## config.mk

```make
export PLATFORM = sky130hd
export DESIGN_NAME = crc_checked_control_frame_receiver
export DESIGN_NICKNAME = d
export VERILOG_FILES = /design/src/hw/rtl/crcfr_pkg.sv /design/src/hw/rtl/crcfr_front.sv /design/src/hw/rtl/crcfr_queue.sv /design/src/hw/rtl/crcfr_back.sv /design/src/hw/rtl/crc_checked_control_frame_receiver.sv
export SDC_FILE = /design/constraint.sdc
export NUM_CORES = 1
export LEC_CHECK = 0
export ABC_AREA = 1
export BUFFER_PORTS_ARGS = -buffer_cell sky130_fd_sc_hd__buf_4
export CORE_UTILIZATION = 59
export DETAILED_ROUTE_END_ITERATION = 8
export PLACE_DENSITY = 0.8
export SETUP_SLACK_MARGIN = 0.02
export SLEW_MARGIN = 20
export SYNTH_ARGS = -nofsm -noshare
export SYNTH_HDL_FRONTEND = slang
export SYNTH_HIERARCHICAL = 1
export SYNTH_SLANG_ARGS = --single-unit
export TNS_END_PERCENT = 1
```

## constraint.sdc

```tcl
create_clock -name i_clk -period 2.8 [get_ports i_clk]
set_input_delay 0.28 -clock i_clk [delete_from_list [all_inputs] [get_ports i_clk]]
set_output_delay 0.28 -clock i_clk [all_outputs]
set_load 0.03 [all_outputs]
```

## src/hw/rtl/crcfr_pkg.sv

```systemverilog
package crcfr_pkg;

    localparam int unsigned BYTE_W   = 8;
    localparam int unsigned COUNT_W  = 4;
    localparam int unsigned RELAY_W  = 6;
    localparam int unsigned VOLUME_W = 16;

    localparam logic [BYTE_W-1:0]  CRC_POLY  = 8'h31;
    localparam logic [BYTE_W-1:0]  CRC_INIT  = 8'hFF;
    localparam logic [BYTE_W-1:0]  CRC_TOP   = 8'h80;
    localparam logic [COUNT_W-1:0] COUNT_MAX = 4'd15;

    typedef enum logic [1:0] {
        ST_OK      = 2'd0,
        ST_BAD_LEN = 2'd1,
        ST_BAD_CRC = 2'd2
    } t_status;

    typedef struct packed {
        t_status               status;
        logic [RELAY_W-1:0]    relays;
        logic [VOLUME_W-1:0]   volume;
    } t_frame_rec;

    function automatic logic [BYTE_W-1:0] crc8_byte(
        input logic [BYTE_W-1:0] crc,
        input logic [BYTE_W-1:0] data
    );
        logic [BYTE_W-1:0] c;
        c = crc ^ data;
        for (int k = 0; k < BYTE_W; k++) begin
            if ((c & CRC_TOP) != '0) begin
                c = {c[BYTE_W-2:0], 1'b0} ^ CRC_POLY;
            end else begin
                c = {c[BYTE_W-2:0], 1'b0};
            end
        end
        return c;
    endfunction

endpackage

```

## src/hw/rtl/crcfr_front.sv

```systemverilog
module crcfr_front #(
    parameter int FRAME_BYTES = 10,
    parameter int RELAY_COUNT = 6
) (
    input  logic                                i_clk,
    input  logic                                i_rst_n,
    input  logic                                i_push,
    input  logic [crcfr_pkg::BYTE_W-1:0]        i_byte_value,
    input  logic                                i_last_byte,
    input  logic                                i_q_full,
    output logic                                o_rec_push,
    output crcfr_pkg::t_frame_rec               o_rec
);

    localparam logic [crcfr_pkg::COUNT_W-1:0] LEN_OK     = crcfr_pkg::COUNT_W'(FRAME_BYTES);
    localparam logic [crcfr_pkg::COUNT_W-1:0] RELAY_LAST = crcfr_pkg::COUNT_W'(RELAY_COUNT);
    localparam logic [crcfr_pkg::COUNT_W-1:0] VOL_LO_POS = crcfr_pkg::COUNT_W'(RELAY_COUNT + 1);
    localparam logic [crcfr_pkg::COUNT_W-1:0] VOL_HI_POS = crcfr_pkg::COUNT_W'(RELAY_COUNT + 2);
    localparam logic [crcfr_pkg::RELAY_W-1:0] RELAY_MASK =
        crcfr_pkg::RELAY_W'((1 << RELAY_COUNT) - 1);

    logic [crcfr_pkg::COUNT_W-1:0]  r_count, n_count;
    logic [crcfr_pkg::BYTE_W-1:0]   r_crc, n_crc;
    logic [crcfr_pkg::RELAY_W-1:0]  r_staged_relays, n_staged_relays;
    logic [crcfr_pkg::VOLUME_W-1:0] r_staged_volume, n_staged_volume;
    logic                           accept;
    logic [2:0]                     rel_idx;

    assign accept  = i_push & ~i_q_full;
    assign rel_idx = 3'(r_count - 4'd1);

    always_comb begin
        n_count         = r_count;
        n_crc           = r_crc;
        n_staged_relays = r_staged_relays;
        n_staged_volume = r_staged_volume;
        if (accept) begin
            if (i_last_byte) begin
                n_count = '0;
                n_crc   = crcfr_pkg::CRC_INIT;
            end else begin
                n_crc = crcfr_pkg::crc8_byte(r_crc, i_byte_value);
                if (r_count >= 4'd1 && r_count <= RELAY_LAST) begin
                    n_staged_relays[rel_idx] = (i_byte_value != '0);
                end else if (r_count == VOL_LO_POS) begin
                    n_staged_volume[7:0] = i_byte_value;
                end else if (r_count == VOL_HI_POS) begin
                    n_staged_volume[15:8] = i_byte_value;
                end
                if (r_count != crcfr_pkg::COUNT_MAX) begin
                    n_count = r_count + 4'd1;
                end
            end
        end
    end

    always_comb begin
        o_rec_push    = accept & i_last_byte;
        o_rec.relays  = r_staged_relays & RELAY_MASK;
        o_rec.volume  = r_staged_volume;
        priority if (r_count != LEN_OK) begin
            o_rec.status = crcfr_pkg::ST_BAD_LEN;
        end else if (r_crc != i_byte_value) begin
            o_rec.status = crcfr_pkg::ST_BAD_CRC;
        end else begin
            o_rec.status = crcfr_pkg::ST_OK;
        end
    end

    always_ff @(posedge i_clk) begin
        if (!i_rst_n) begin
            r_count         <= '0;
            r_crc           <= crcfr_pkg::CRC_INIT;
            r_staged_relays <= '0;
            r_staged_volume <= '0;
        end else begin
            r_count         <= n_count;
            r_crc           <= n_crc;
            r_staged_relays <= n_staged_relays;
            r_staged_volume <= n_staged_volume;
        end
    end

endmodule

```

## src/hw/rtl/crcfr_queue.sv

```systemverilog
module crcfr_queue (
    input  logic                    i_clk,
    input  logic                    i_rst_n,
    input  logic                    i_push,
    input  crcfr_pkg::t_frame_rec   i_rec,
    output logic                    o_full,
    input  logic                    i_pop,
    output logic                    o_empty,
    output crcfr_pkg::t_frame_rec   o_rec
);

    crcfr_pkg::t_frame_rec r_mem [2];
    logic                  r_wr_ptr, n_wr_ptr;
    logic                  r_rd_ptr, n_rd_ptr;
    logic [1:0]            r_count, n_count;
    logic                  do_push;
    logic                  do_pop;

    assign o_full  = (r_count == 2'd2);
    assign o_empty = (r_count == 2'd0);
    assign o_rec   = r_mem[r_rd_ptr];
    assign do_push = i_push & ~o_full;
    assign do_pop  = i_pop & ~o_empty;

    always_comb begin
        n_wr_ptr = r_wr_ptr ^ do_push;
        n_rd_ptr = r_rd_ptr ^ do_pop;
        n_count  = r_count + 2'(do_push) - 2'(do_pop);
    end

    always_ff @(posedge i_clk) begin
        if (do_push) begin
            r_mem[r_wr_ptr] <= i_rec;
        end
    end

    always_ff @(posedge i_clk) begin
        if (!i_rst_n) begin
            r_wr_ptr <= 1'b0;
            r_rd_ptr <= 1'b0;
            r_count  <= '0;
        end else begin
            r_wr_ptr <= n_wr_ptr;
            r_rd_ptr <= n_rd_ptr;
            r_count  <= n_count;
        end
    end

endmodule

```

## src/hw/rtl/crcfr_back.sv

```systemverilog
module crcfr_back (
    input  logic                                i_clk,
    input  logic                                i_rst_n,
    input  logic                                i_rec_valid,
    input  crcfr_pkg::t_frame_rec               i_rec,
    output logic                                o_rec_pop,
    input  logic                                i_pop,
    output logic                                o_empty,
    output logic [1:0]                          o_status,
    output logic [crcfr_pkg::RELAY_W-1:0]       o_relay_levels,
    output logic [crcfr_pkg::RELAY_W-1:0]       o_relay_changed,
    output logic [crcfr_pkg::VOLUME_W-1:0]      o_volume,
    output logic                                o_volume_changed
);

    logic [crcfr_pkg::RELAY_W-1:0]  r_relay_state, n_relay_state;
    logic [crcfr_pkg::VOLUME_W-1:0] r_volume_state, n_volume_state;
    logic                           r_out_valid, n_out_valid;
    crcfr_pkg::t_status             r_out_status, n_out_status;
    logic [crcfr_pkg::RELAY_W-1:0]  r_out_changed, n_out_changed;
    logic                           r_out_vchg, n_out_vchg;
    logic                           take;

    assign take      = i_rec_valid & (~r_out_valid | i_pop);
    assign o_rec_pop = take;

    always_comb begin
        n_relay_state  = r_relay_state;
        n_volume_state = r_volume_state;
        n_out_valid    = r_out_valid;
        n_out_status   = r_out_status;
        n_out_changed  = r_out_changed;
        n_out_vchg     = r_out_vchg;
        if (take) begin
            n_out_valid   = 1'b1;
            n_out_status  = i_rec.status;
            n_out_changed = '0;
            n_out_vchg    = 1'b0;
            if (i_rec.status == crcfr_pkg::ST_OK) begin
                n_out_changed  = i_rec.relays ^ r_relay_state;
                n_out_vchg     = (i_rec.volume != r_volume_state);
                n_relay_state  = i_rec.relays;
                n_volume_state = i_rec.volume;
            end
        end else if (i_pop) begin
            n_out_valid = 1'b0;
        end
    end

    always_ff @(posedge i_clk) begin
        if (!i_rst_n) begin
            r_relay_state  <= '0;
            r_volume_state <= '0;
            r_out_valid    <= 1'b0;
            r_out_status   <= crcfr_pkg::ST_OK;
            r_out_changed  <= '0;
            r_out_vchg     <= 1'b0;
        end else begin
            r_relay_state  <= n_relay_state;
            r_volume_state <= n_volume_state;
            r_out_valid    <= n_out_valid;
            r_out_status   <= n_out_status;
            r_out_changed  <= n_out_changed;
            r_out_vchg     <= n_out_vchg;
        end
    end

    assign o_empty          = ~r_out_valid;
    assign o_status         = r_out_status;
    assign o_relay_levels   = r_relay_state;
    assign o_relay_changed  = r_out_changed;
    assign o_volume         = r_volume_state;
    assign o_volume_changed = r_out_vchg;

endmodule

```

## src/hw/rtl/crc_checked_control_frame_receiver.sv

```systemverilog
// Control frame receiver with CRC-8 check (poly 0x31, init 0xFF, MSB first).
// Input channel: one byte per transaction, i_push while o_full is low; i_last_byte
// marks the CRC byte that closes a frame of FRAME_BYTES data bytes.
// Result channel: one result per frame, shown while o_empty is low, taken by i_pop.
// Each result carries status (ok, bad length, bad CRC), the relay levels and
// volume in force, and the change mask and volume-changed flag of that frame.
// Throughput: one byte per cycle, sustained while o_full is low; the front end
// folds each byte into the CRC combinationally.
// A frame's result is written into the two-entry frame queue when its last byte
// is accepted, then moves into the result register, from which it shows, once
// that register is free.
// If the receiver stalls, up to two closed frames wait in the queue plus one in
// the result register; o_full then rises and holds off further bytes.
// Reset (synchronous, i_rst_n low) clears the byte count, reloads the CRC with
// 0xFF, zeroes relay and volume state and empties the queue and result register.
module crc_checked_control_frame_receiver #(
    parameter int FRAME_BYTES = 10,
    parameter int RELAY_COUNT = 6
) (
    input  logic                                i_clk,
    input  logic                                i_rst_n,
    input  logic                                i_push,
    output logic                                o_full,
    input  logic [crcfr_pkg::BYTE_W-1:0]        i_byte_value,
    input  logic                                i_last_byte,
    output logic                                o_empty,
    input  logic                                i_pop,
    output logic [1:0]                          o_status,
    output logic [crcfr_pkg::RELAY_W-1:0]       o_relay_levels,
    output logic [crcfr_pkg::RELAY_W-1:0]       o_relay_changed,
    output logic [crcfr_pkg::VOLUME_W-1:0]      o_volume,
    output logic                                o_volume_changed
);

    crcfr_pkg::t_frame_rec front_rec;
    crcfr_pkg::t_frame_rec q_rec;
    logic                  front_push;
    logic                  q_full;
    logic                  q_empty;
    logic                  back_pop;

    assign o_full = q_full;

    crcfr_front #(
        .FRAME_BYTES (FRAME_BYTES),
        .RELAY_COUNT (RELAY_COUNT)
    ) u_front (
        .i_clk        (i_clk),
        .i_rst_n      (i_rst_n),
        .i_push       (i_push),
        .i_byte_value (i_byte_value),
        .i_last_byte  (i_last_byte),
        .i_q_full     (q_full),
        .o_rec_push   (front_push),
        .o_rec        (front_rec)
    );

    crcfr_queue u_queue (
        .i_clk   (i_clk),
        .i_rst_n (i_rst_n),
        .i_push  (front_push),
        .i_rec   (front_rec),
        .o_full  (q_full),
        .i_pop   (back_pop),
        .o_empty (q_empty),
        .o_rec   (q_rec)
    );

    crcfr_back u_back (
        .i_clk            (i_clk),
        .i_rst_n          (i_rst_n),
        .i_rec_valid      (~q_empty),
        .i_rec            (q_rec),
        .o_rec_pop        (back_pop),
        .i_pop            (i_pop),
        .o_empty          (o_empty),
        .o_status         (o_status),
        .o_relay_levels   (o_relay_levels),
        .o_relay_changed  (o_relay_changed),
        .o_volume         (o_volume),
        .o_volume_changed (o_volume_changed)
    );

endmodule

```

# [Yosys cells after proc, flatten, opt, wreduce, memory -nomap -nowiden]
# Memories as Yosys holds them, arrays and structs flattened. A register that Yosys moved wholly into a read port is not among the register bits.
# Cells that the tools add are included.
[word_totals] register_bits=70 mem_bits_rw=48 input_bits=13 out_inout_bits=33 word_cells=103 n_memories=1
[classes] n_addsub=4 magnitude_cmp=4 n_eq_ne=7 n_mux=37 bitwise_logic=24 reduce_logical=12
[mem_list] name="u_queue.r_mem" depth=2 word_bits=24 read_ports=1 rd_ports_with_merged_regs=1 write_ports=1 line_no="crcfr_queue.sv:12" text="crcfr_pkg::t_frame_rec r_mem [2];"
[op_table] operator="2-to-1 mux 8 bit" count=15
[op_table] operator="2-to-1 mux 6 bit" count=9
[op_table] operator="NOT 3 bit" count=8
[op_table] operator="!= test 16 bit" count=1
[op_table] operator="2-to-1 mux 4 bit" count=2
[op_table] operator="!= test 4 bit (second input constant)" count=2
[op_table] operator="!= test 8 bit" count=1
[op_table] operator="nonzero test 8 bit" count=1
[op_table] operator="bitwise XOR 8 bit" count=1
[op_table] operator="2-to-1 mux 1 bit" count=7
[op_table] operator="bitwise mux 6 bit" count=1
[op_table] operator="NOT 1 bit" count=6
[op_table] operator="bitwise XOR 6 bit" count=1
[op_table] operator="AND 1 bit" count=5
[op_table] operator="AND reduction 5 bit" count=1
[op_table] operator="adder 4 x 1 -> 4 bit (second input constant)" count=1
[op_table] operator="equality test 4 x 3 -> 1 bit (second input constant)" count=1
[op_table] operator="equality test 4 bit (second input constant)" count=1
[op_table] operator="greater-or-equal comparator 4 x 1 -> 1 bit (second input constant)" count=1
[op_table] operator="less-or-equal comparator 4 x 3 -> 1 bit (second input constant)" count=1
[op_table] operator="logical NOT 2 bit" count=2
[op_table] operator="less-than comparator 3 x 4 -> 1 bit (second input constant)" count=1
[op_table] operator="2-to-1 mux 2 bit" count=2
[op_table] operator="AND reduction 2 bit" count=2
[op_table] operator="other kinds (12)" count=15

# [Longest topological paths before layout]
# Gate-level depths: netlist (run 1).
[logic_depth] depth_word=32 ltp_mapped=14 ltp_nobuf=14

# [By module]
# Netlist (run 1), hierarchy kept.
[modules_own_cells] module="crcfr_queue" n_inst=1 cells_each=112 area_each_um2=2098.3 seq_area_each_um2=1541.5
[modules_own_cells] module="crcfr_front" n_inst=1 cells_each=252 area_each_um2=1779.2 seq_area_each_um2=680.7
[modules_own_cells] module="crcfr_back" n_inst=1 cells_each=227 area_each_um2=1526.5 seq_area_each_um2=640.6
[modules_own_cells] module="crc_checked_control_frame_receiver" n_inst=1 cells_each=1 area_each_um2=3.8 seq_area_each_um2=0.0

# [Worst setup path before layout (run 1)]
# No wires, ideal clock.
[synth_path] path_kind="flip-flop to flip-flop" from="register u_queue.r_count[1]" to="memory u_queue/r_mem[1][0] (netlist bit) (enable)" setup_ps=383 arrival_ps=1816 required_time_ps=2417 setup_slack_ps=602 stages_incl_launch_ff=9 n_path_buf=0 synth_period_minus_slack_ps=2198 cell_sequence="dfxtp_1 > inv_1 > nor2_1 > nor2_4 > inv_2 > nor2_1 > o21ai_0 > inv_1 > ha_1"
[synth_between] elab_chain_len=7
[synth_lines] element="start: declaration" line_no="crcfr_queue.sv:15" text="logic [1:0] r_count, n_count;"
[synth_lines] element="start signal: assignment" line_no="crcfr_queue.sv:45" text="r_count <= n_count;"
[synth_lines] element="equality test 2 bit" line_no="crcfr_queue.sv:19" text="assign o_full = (r_count == 2'd2);"
[synth_lines] element="named net o_full" line_no="crc_checked_control_frame_receiver.sv:23" text="output logic o_full,"
[synth_lines] element="NOT 1 bit" line_no="crcfr_front.sv:29" text="assign accept = i_push & ~i_q_full;"
[synth_lines] element="AND 1 bit" line_no="crcfr_front.sv:29"
[synth_lines] element="AND 1 bit" line_no="crcfr_front.sv:58" text="o_rec_push = accept & i_last_byte;"
[synth_lines] element="named net front_push" line_no="crc_checked_control_frame_receiver.sv:37" text="logic front_push;"
[synth_lines] element="AND 1 bit" line_no="crcfr_queue.sv:22" text="assign do_push = i_push & ~o_full;"
[synth_lines] element="2-to-1 mux 1 bit" line_no="crcfr_queue.sv:32" text="if (do_push) begin"
[synth_lines] element="2-to-1 mux 1 bit (not written as such)" line_no="crcfr_queue.sv:33" text="r_mem[r_wr_ptr] <= i_rec;"
[synth_lines] element="end: declaration" line_no="crcfr_queue.sv:12"
# The timed path passes the listed nets, and every way through them passes these cells.

==> results_dict.tcl, run 1 <==
set metrics [dict create \
    outcome "complete, but fails checks" \
    violations "DRC" \
    switching_share_pct 28.43 \
    viasPerCell 5.369 \
    combPwrFrac_pct 20.9 \
    fin_ws_ps 524.2 \
    h-tree-depth 4 \
    wl_um 11110 \
    core_mm2 0.008806 \
    drc 10 \
    grt_max_degree 51 \
    syn_to_final_growth_pct 17.21 \
    wl_per_cell_um 14.50 \
    worstPathCellList "mux2_2 > nor2_1 > nand2_4 > inv_1 > nand2_1 > a21oi_2" \
    antenna_found_initial 0 \
    pwr-share-clk_pct 39.1 \
    path_clk_slew_ps 50 \
    cpPeakStageDelay_ps 620 \
    gr-max-usage-layer "met2" \
    clock.fmax_ghz 0.4394 \
    p_int_mw 3.605 \
    gp_congestion 0.9033 \
    ant_nets 0 \
    avgSynthCellArea_um2 9.135 \
    grt_first_pass_wirelength_um 18080 \
    hold_class "in2reg" \
    tns_ps 0 \
    cts_buffers 17 \
    first_iter_violations 212 \
    slew_viol_final 0 \
    synth_cells 592 \
    multi_input_area_mm2 0.002130 \
    port_buffers 45 \
    final_common_cell "nand2_1" \
    firstDrtPassIters 7 \
    cts_sinks 119 \
    start_util_pct 61.41 \
    min_period_ps 2276 \
    cp.arrival_ps 2700 \
    p_leak_nw 2.713 \
    slew_headroom_pct 64.69 \
    cp_slowest_cell "dfxtp_1" \
    ios 46 \
    track_usage_pct 24.62 \
    finalSetupViolCount 0 \
    p_seq_share_pct 39.9 \
    clock_latency_ps 500 \
    crit_fanout 39 \
    layout-drive-gt1-share_pct 19.15 \
    grt_overflow 0 \
    switchingPower_mw 1.432 \
    final_hold_viol_count 0 \
    dpl.hpwl_um 7308 \
    synth_edf_count 48 \
    seq_area_frac_synth_pct 52.94 \
    fin_worst_skew_ps 6.664 \
    dieWidth_um 97.74 \
    ys_warn_count 6 \
    synth_cell_types 40 \
    worst_slew_pin_slew_ps 529.0 \
    finalCritPeriodShare_pct 81.28 \
    critPathKind "reg2reg" \
    cts_tree "done" \
    vdd_drop_max_uv 503.2 \
    insertedDiodeCount 0 \
    fp.dieH_um 97.74 \
    p_per_area_mw_per_mm2 794.7 \
    grt_util_met1_pct 27.88 \
    final_cell_mix "137 x nand2_1, 72 x inv_1, 71 x dfxtp_1" \
    nNetsFinal 667 \
    grtUsageMet3_pct 6.729 \
    fp-row-count 34 \
    cts_root_buf "clkbuf_8" \
    async_reset_ff_share_pct 0 \
    synth-seq-cells 119 \
    fillCellCount 604 \
    ctsResizeCount 0 \
    vias 4113 \
    seq_area_mm2 0.002863 \
    drv_cap 0 \
    synthesis.nets 614 \
    end_kind "flip-flop" \
    grt_pass1_vias 3977 \
    start_kind "flip-flop" \
    p_total_mw 5.037 \
    cts_setup_buffers 0 \
    dieArea_mm2 0.009552 \
    postCtsHoldBufs 0 \
    crit_required_ps 3230 \
    use_met2_pct 42.72 \
    preCtsSetupSlack_ps 621.6 \
    rsz0062_at_grt "false" \
    ys.flop_type "dfxtp_1" \
    synth_area_mm2 0.005408 \
    cts_buffer_depth 2 \
]
cells by family after synthesis:
family | synth area share [%]
DFF | 52.94
muxes | 6.386
xor gates and xnor gates | 3.054
buffers and inverters | 7.681
AOI/OAI and AO/OA | 9.718
adders and majority gates | 2.082
and+or+nand+nor | 18.14
routing by layer:
layer | routed length (um) | share of wire (%) | vias to the layer above
met4 | 280 | 2.5 | 0
met5 | 0 | 0 | -
met3 | 516 | 4.6 | 26
met2 | 5631 | 51 | 131
li1 | - | - | 2048
met1 | 4677 | 42 | 1908
area by class of cell:
type                            count  share of cell area [%]
Clock buffer                       24                   7.600
Clock inverter                      8                   1.125
Inverter                           77                   4.580
Multi-Input combinational cell    381                   33.60
Sequential cell                   119                   45.16
Tap cell                          108                   2.132
Timing Repair Buffer               49                   5.803
metrics by stage:
stage          area (um^2)  utilization, %  instances  hold WS (ps)
2_1_floorplan         5408               -        592         373.5
3_3_place_gp          5786           65.70        734         432.4
3_5_place_dp          5786           65.70        734         432.4
4_1_cts               6339           71.98        766         29.01
5_1_grt               6339           71.98        766         54.69
6_report              6339           71.98        766         61.96
Yosys cell counts, types with 4 or more instances:
cell type | count | share of area [%]
xor2_1 | 10 | 1.6
o21ai_0 | 43 | 4.0
mux2_4 | 20 | 5.6
a21oi_2 | 4 | 0.65
dfxtp_1 | 71 | 26
mux2_2 | 4 | 0.83
ha_1 | 9 | 2.1
buf_2 | 5 | 0.46
nand2_1 | 137 | 9.5
nand4_1 | 5 | 0.58
o22ai_1 | 5 | 0.58
nand3_1 | 17 | 1.6
a21oi_1 | 40 | 3.7
nand2_2 | 8 | 0.93
xnor2_1 | 7 | 1.1
inv_1 | 72 | 5.0
edfxtp_1 | 48 | 27
nor2_1 | 55 | 3.8
power by group through the flow:
stage | Combinational (mW) | Sequential, mW | Clock [mW]
3_3_place_gp | 0.981 | 2.04 | 0
5_1_grt | 1.16 | 2.03 | 2.09
6_report | 1.05 | 2.01 | 1.97
4_1_cts | 1.05 | 2.01 | 2.01
3_5_place_dp | 1.02 | 2.05 | 0
2_1_floorplan | 0.844 | 2.03 | 0
sequential cells by signal (all words and copies together), names as in the netlist, named ones only:
signal,cells
u_front/r_count,4
u_back/o_relay_changed,6
u_front/r_staged_relays,6
u_queue/r_wr_ptr,1
u_queue/r_rd_ptr,1
u_back/o_relay_levels,6
u_back/r_out_valid,1
u_front/r_crc,8
u_back/o_volume_changed,1
u_back/o_status,2
u_queue/r_mem,48
u_front/r_staged_volume,16
u_back/o_volume,16
u_queue/r_count,2
critical path: cells and delay by family, from the launching register on:
family	cells	cell delay, ps
buf+inv	1	380
simple gates	3	620
flops	1	620
compound gates	1	160
mux	1	410
final timing paths:
kind / slack, ps / start / depth (start not counted) / to
hold / removal: 60 / i_byte_value[1] / 3 / u_front/r_staged_volume[9]$_SDFFE_PN0P_
setup reg to reg: 520 / flip-flop / 6 / u_back/o_relay_levels[4]$_SDFFE_PN0P_
setup / recovery: 520 / flip-flop / 6 / u_back/o_relay_levels[4]$_SDFFE_PN0P_
hold reg to reg: 450 / u_front/r_staged_volume[12]$_SDFFE_PN0P_ / 0 / u_queue/r_mem[0][12]$_DFFE_PP_
Power figures use the tool's default switching activity.
==> run 2, diff against run 1 <==
==> constraint.sdc (replaced) <==
create_clock -name i_clk -period 2.35 [get_ports i_clk]
set_input_delay 0.235 -clock i_clk [delete_from_list [all_inputs] [get_ports i_clk]]
set_output_delay 0.235 -clock i_clk [all_outputs]
set_load 0.03 [all_outputs]
==> run 2 against run 1 <==
Effect of this change: the flow still finishes with violations (DRC); setup slack got worse by 280 ps; sequential cell count did not move; critical path depth rose by 7; highest routed layer unchanged.
==> results_dict.tcl, run 2 (synthesis gave the netlist of run 1 again) <==
set metrics [dict create \
    cts_sinks 119 \
    cp.arrival_ps 2520 \
    final_hold_viol_count 0 \
    clock_latency_ps 510 \
    grt_overflow 0 \
    hold_class "in2reg" \
    max_flop_register "u_queue/r_mem" \
    nNetsFinal 671 \
    crit_required_ps 2760 \
    h-tree-depth 4 \
    cts_tree "done" \
    grt_max_degree 44 \
    fillCellCount 625 \
    track_usage_pct 25.20 \
    clock.fmax_ghz 0.4738 \
    wl_um 11310 \
    final_cell_mix "137 x nand2_1, 72 x inv_1, 71 x dfxtp_1" \
    crit_fanout 10 \
    vdd_drop_max_uv 554.5 \
    drv_cap 0 \
    syn_to_final_growth_pct 18.79 \
    firstDrtPassIters 7 \
    finalCritPeriodShare_pct 89.81 \
    wl_per_cell_um 14.69 \
    path_clk_slew_ps 60 \
    start_kind "flip-flop" \
    cts_root_buf "clkbuf_8" \
    violations "DRC" \
    outcome "complete, but fails checks" \
    p_per_area_mw_per_mm2 951.0 \
    dieWidth_um 97.74 \
    holdPathStages 3 \
    viasPerCell 5.432 \
    reg2regPathDepth 13 \
    first_iter_violations 169 \
    finalSetupViolCount 0 \
    cts_buffer_depth 2 \
    fp-row-count 34 \
    final_common_cell "nand2_1" \
    fp.dieH_um 97.74 \
    min_period_ps 2111 \
    grt_first_pass_wirelength_um 18570 \
    fin_worst_skew_ps 8.622 \
    ios 46 \
    vias 4183 \
    worst_slew_pin_slew_ps 521.4 \
    drc 10 \
    layout-drive-gt1-share_pct 19.64 \
    start_util_pct 61.41 \
    ctsResizeCount 0 \
    rsz0062_at_grt "false" \
    antenna_found_initial 0 \
    insertedDiodeCount 0 \
    p_leak_nw 2.749 \
    port_buffers 45 \
    tns_ps 0 \
    cts_buffers 17 \
    post-route-util_pct 72.95 \
    end_kind "flip-flop" \
    slew_viol_final 0 \
    dieArea_mm2 0.009552 \
    gp_congestion 0.8854 \
    dpl.hpwl_um 7374 \
    core_mm2 0.008806 \
    slew_headroom_pct 65.20 \
    critPathKind "reg2reg" \
    grt_pass1_vias 3989 \
    ant_nets 0 \
    largest_reg_flops 48 \
]
[run 2: path summary, 6_finish.rpt]
kind,startpoint,endpoint,slack (ps)
setup / recovery,u_queue/r_count[1]$_SDFF_PN0_,u_queue/r_count[1]$_SDFF_PN0_,240
hold / removal,i_byte_value[1],u_front/r_staged_volume[9]$_SDFFE_PN0P_,40
setup reg to reg,u_queue/r_count[1]$_SDFF_PN0_,u_queue/r_count[1]$_SDFF_PN0_,240
hold reg to reg,u_front/r_staged_volume[7]$_SDFFE_PN0P_,u_queue/r_mem[1][7]$_DFFE_PP_,450
[run 2: where the power goes]
group | switching [mW] | total (mW) | internal, mW
Combinational | 0.785 | 1.30 | 0.512
Sequential | 0.0774 | 2.38 | 2.30
Clock | 0.908 | 2.43 | 1.52
[run 2: critical path, cell delays in order, from the launching register on]
cell and delay (ps):
dfxtp_1 310, inv_1 120, nor2_1 100, nor2_4 280, inv_2 100, nor2_1 90
o21ai_0 130, ha_1 300, inv_1 40, ha_1 180, inv_1 50, nand2_1 60
a21oi_1 160, nor2_1 60
[run 2: final cells by class]
class	instances	area [um^2]	share of cell area (%)
Multi-Input combinational cell	381	2130	33.15
Sequential cell	119	2863	44.57
Clock inverter	11	93.84	1.461
Timing Repair Buffer	53	440.4	6.856
Inverter	77	290.3	4.519
Tap cell	108	135.1	2.104
Clock buffer	21	471.7	7.343
[run 2: what timing repair did]
action	4_1_cts	5_1_grt
setup buffers	0	0
hold buffers	2	0
hold endpoints to repair	2	0
[run 2: layer usage]
layer	share of wire [%]	vias to the layer above	track usage, %
met1	44	1980	30.55
met2	49	138	42.72
met3	5.3	20	7.516
met5	0	-	0
met4	1.5	0	9.091
li1	-	2045	-
[run 2: per-stage QoR]
stage | hold slack (ps) | area (um^2) | power, mW | std cells | worst slack (ps)
after floorplan | 328.5 | 5408 | 3.423 | 592 | 151.6
after global placement | 429.3 | 5838 | 3.646 | 736 | 387.0
after detailed placement | 436.6 | 5838 | 3.684 | 736 | 303.5
after CTS | 11.69 | 6424 | 6.130 | 770 | 289.7
after global routing | 23.70 | 6424 | 6.390 | 770 | 35.18
final | 44.15 | 6424 | 6.109 | 770 | 239.4
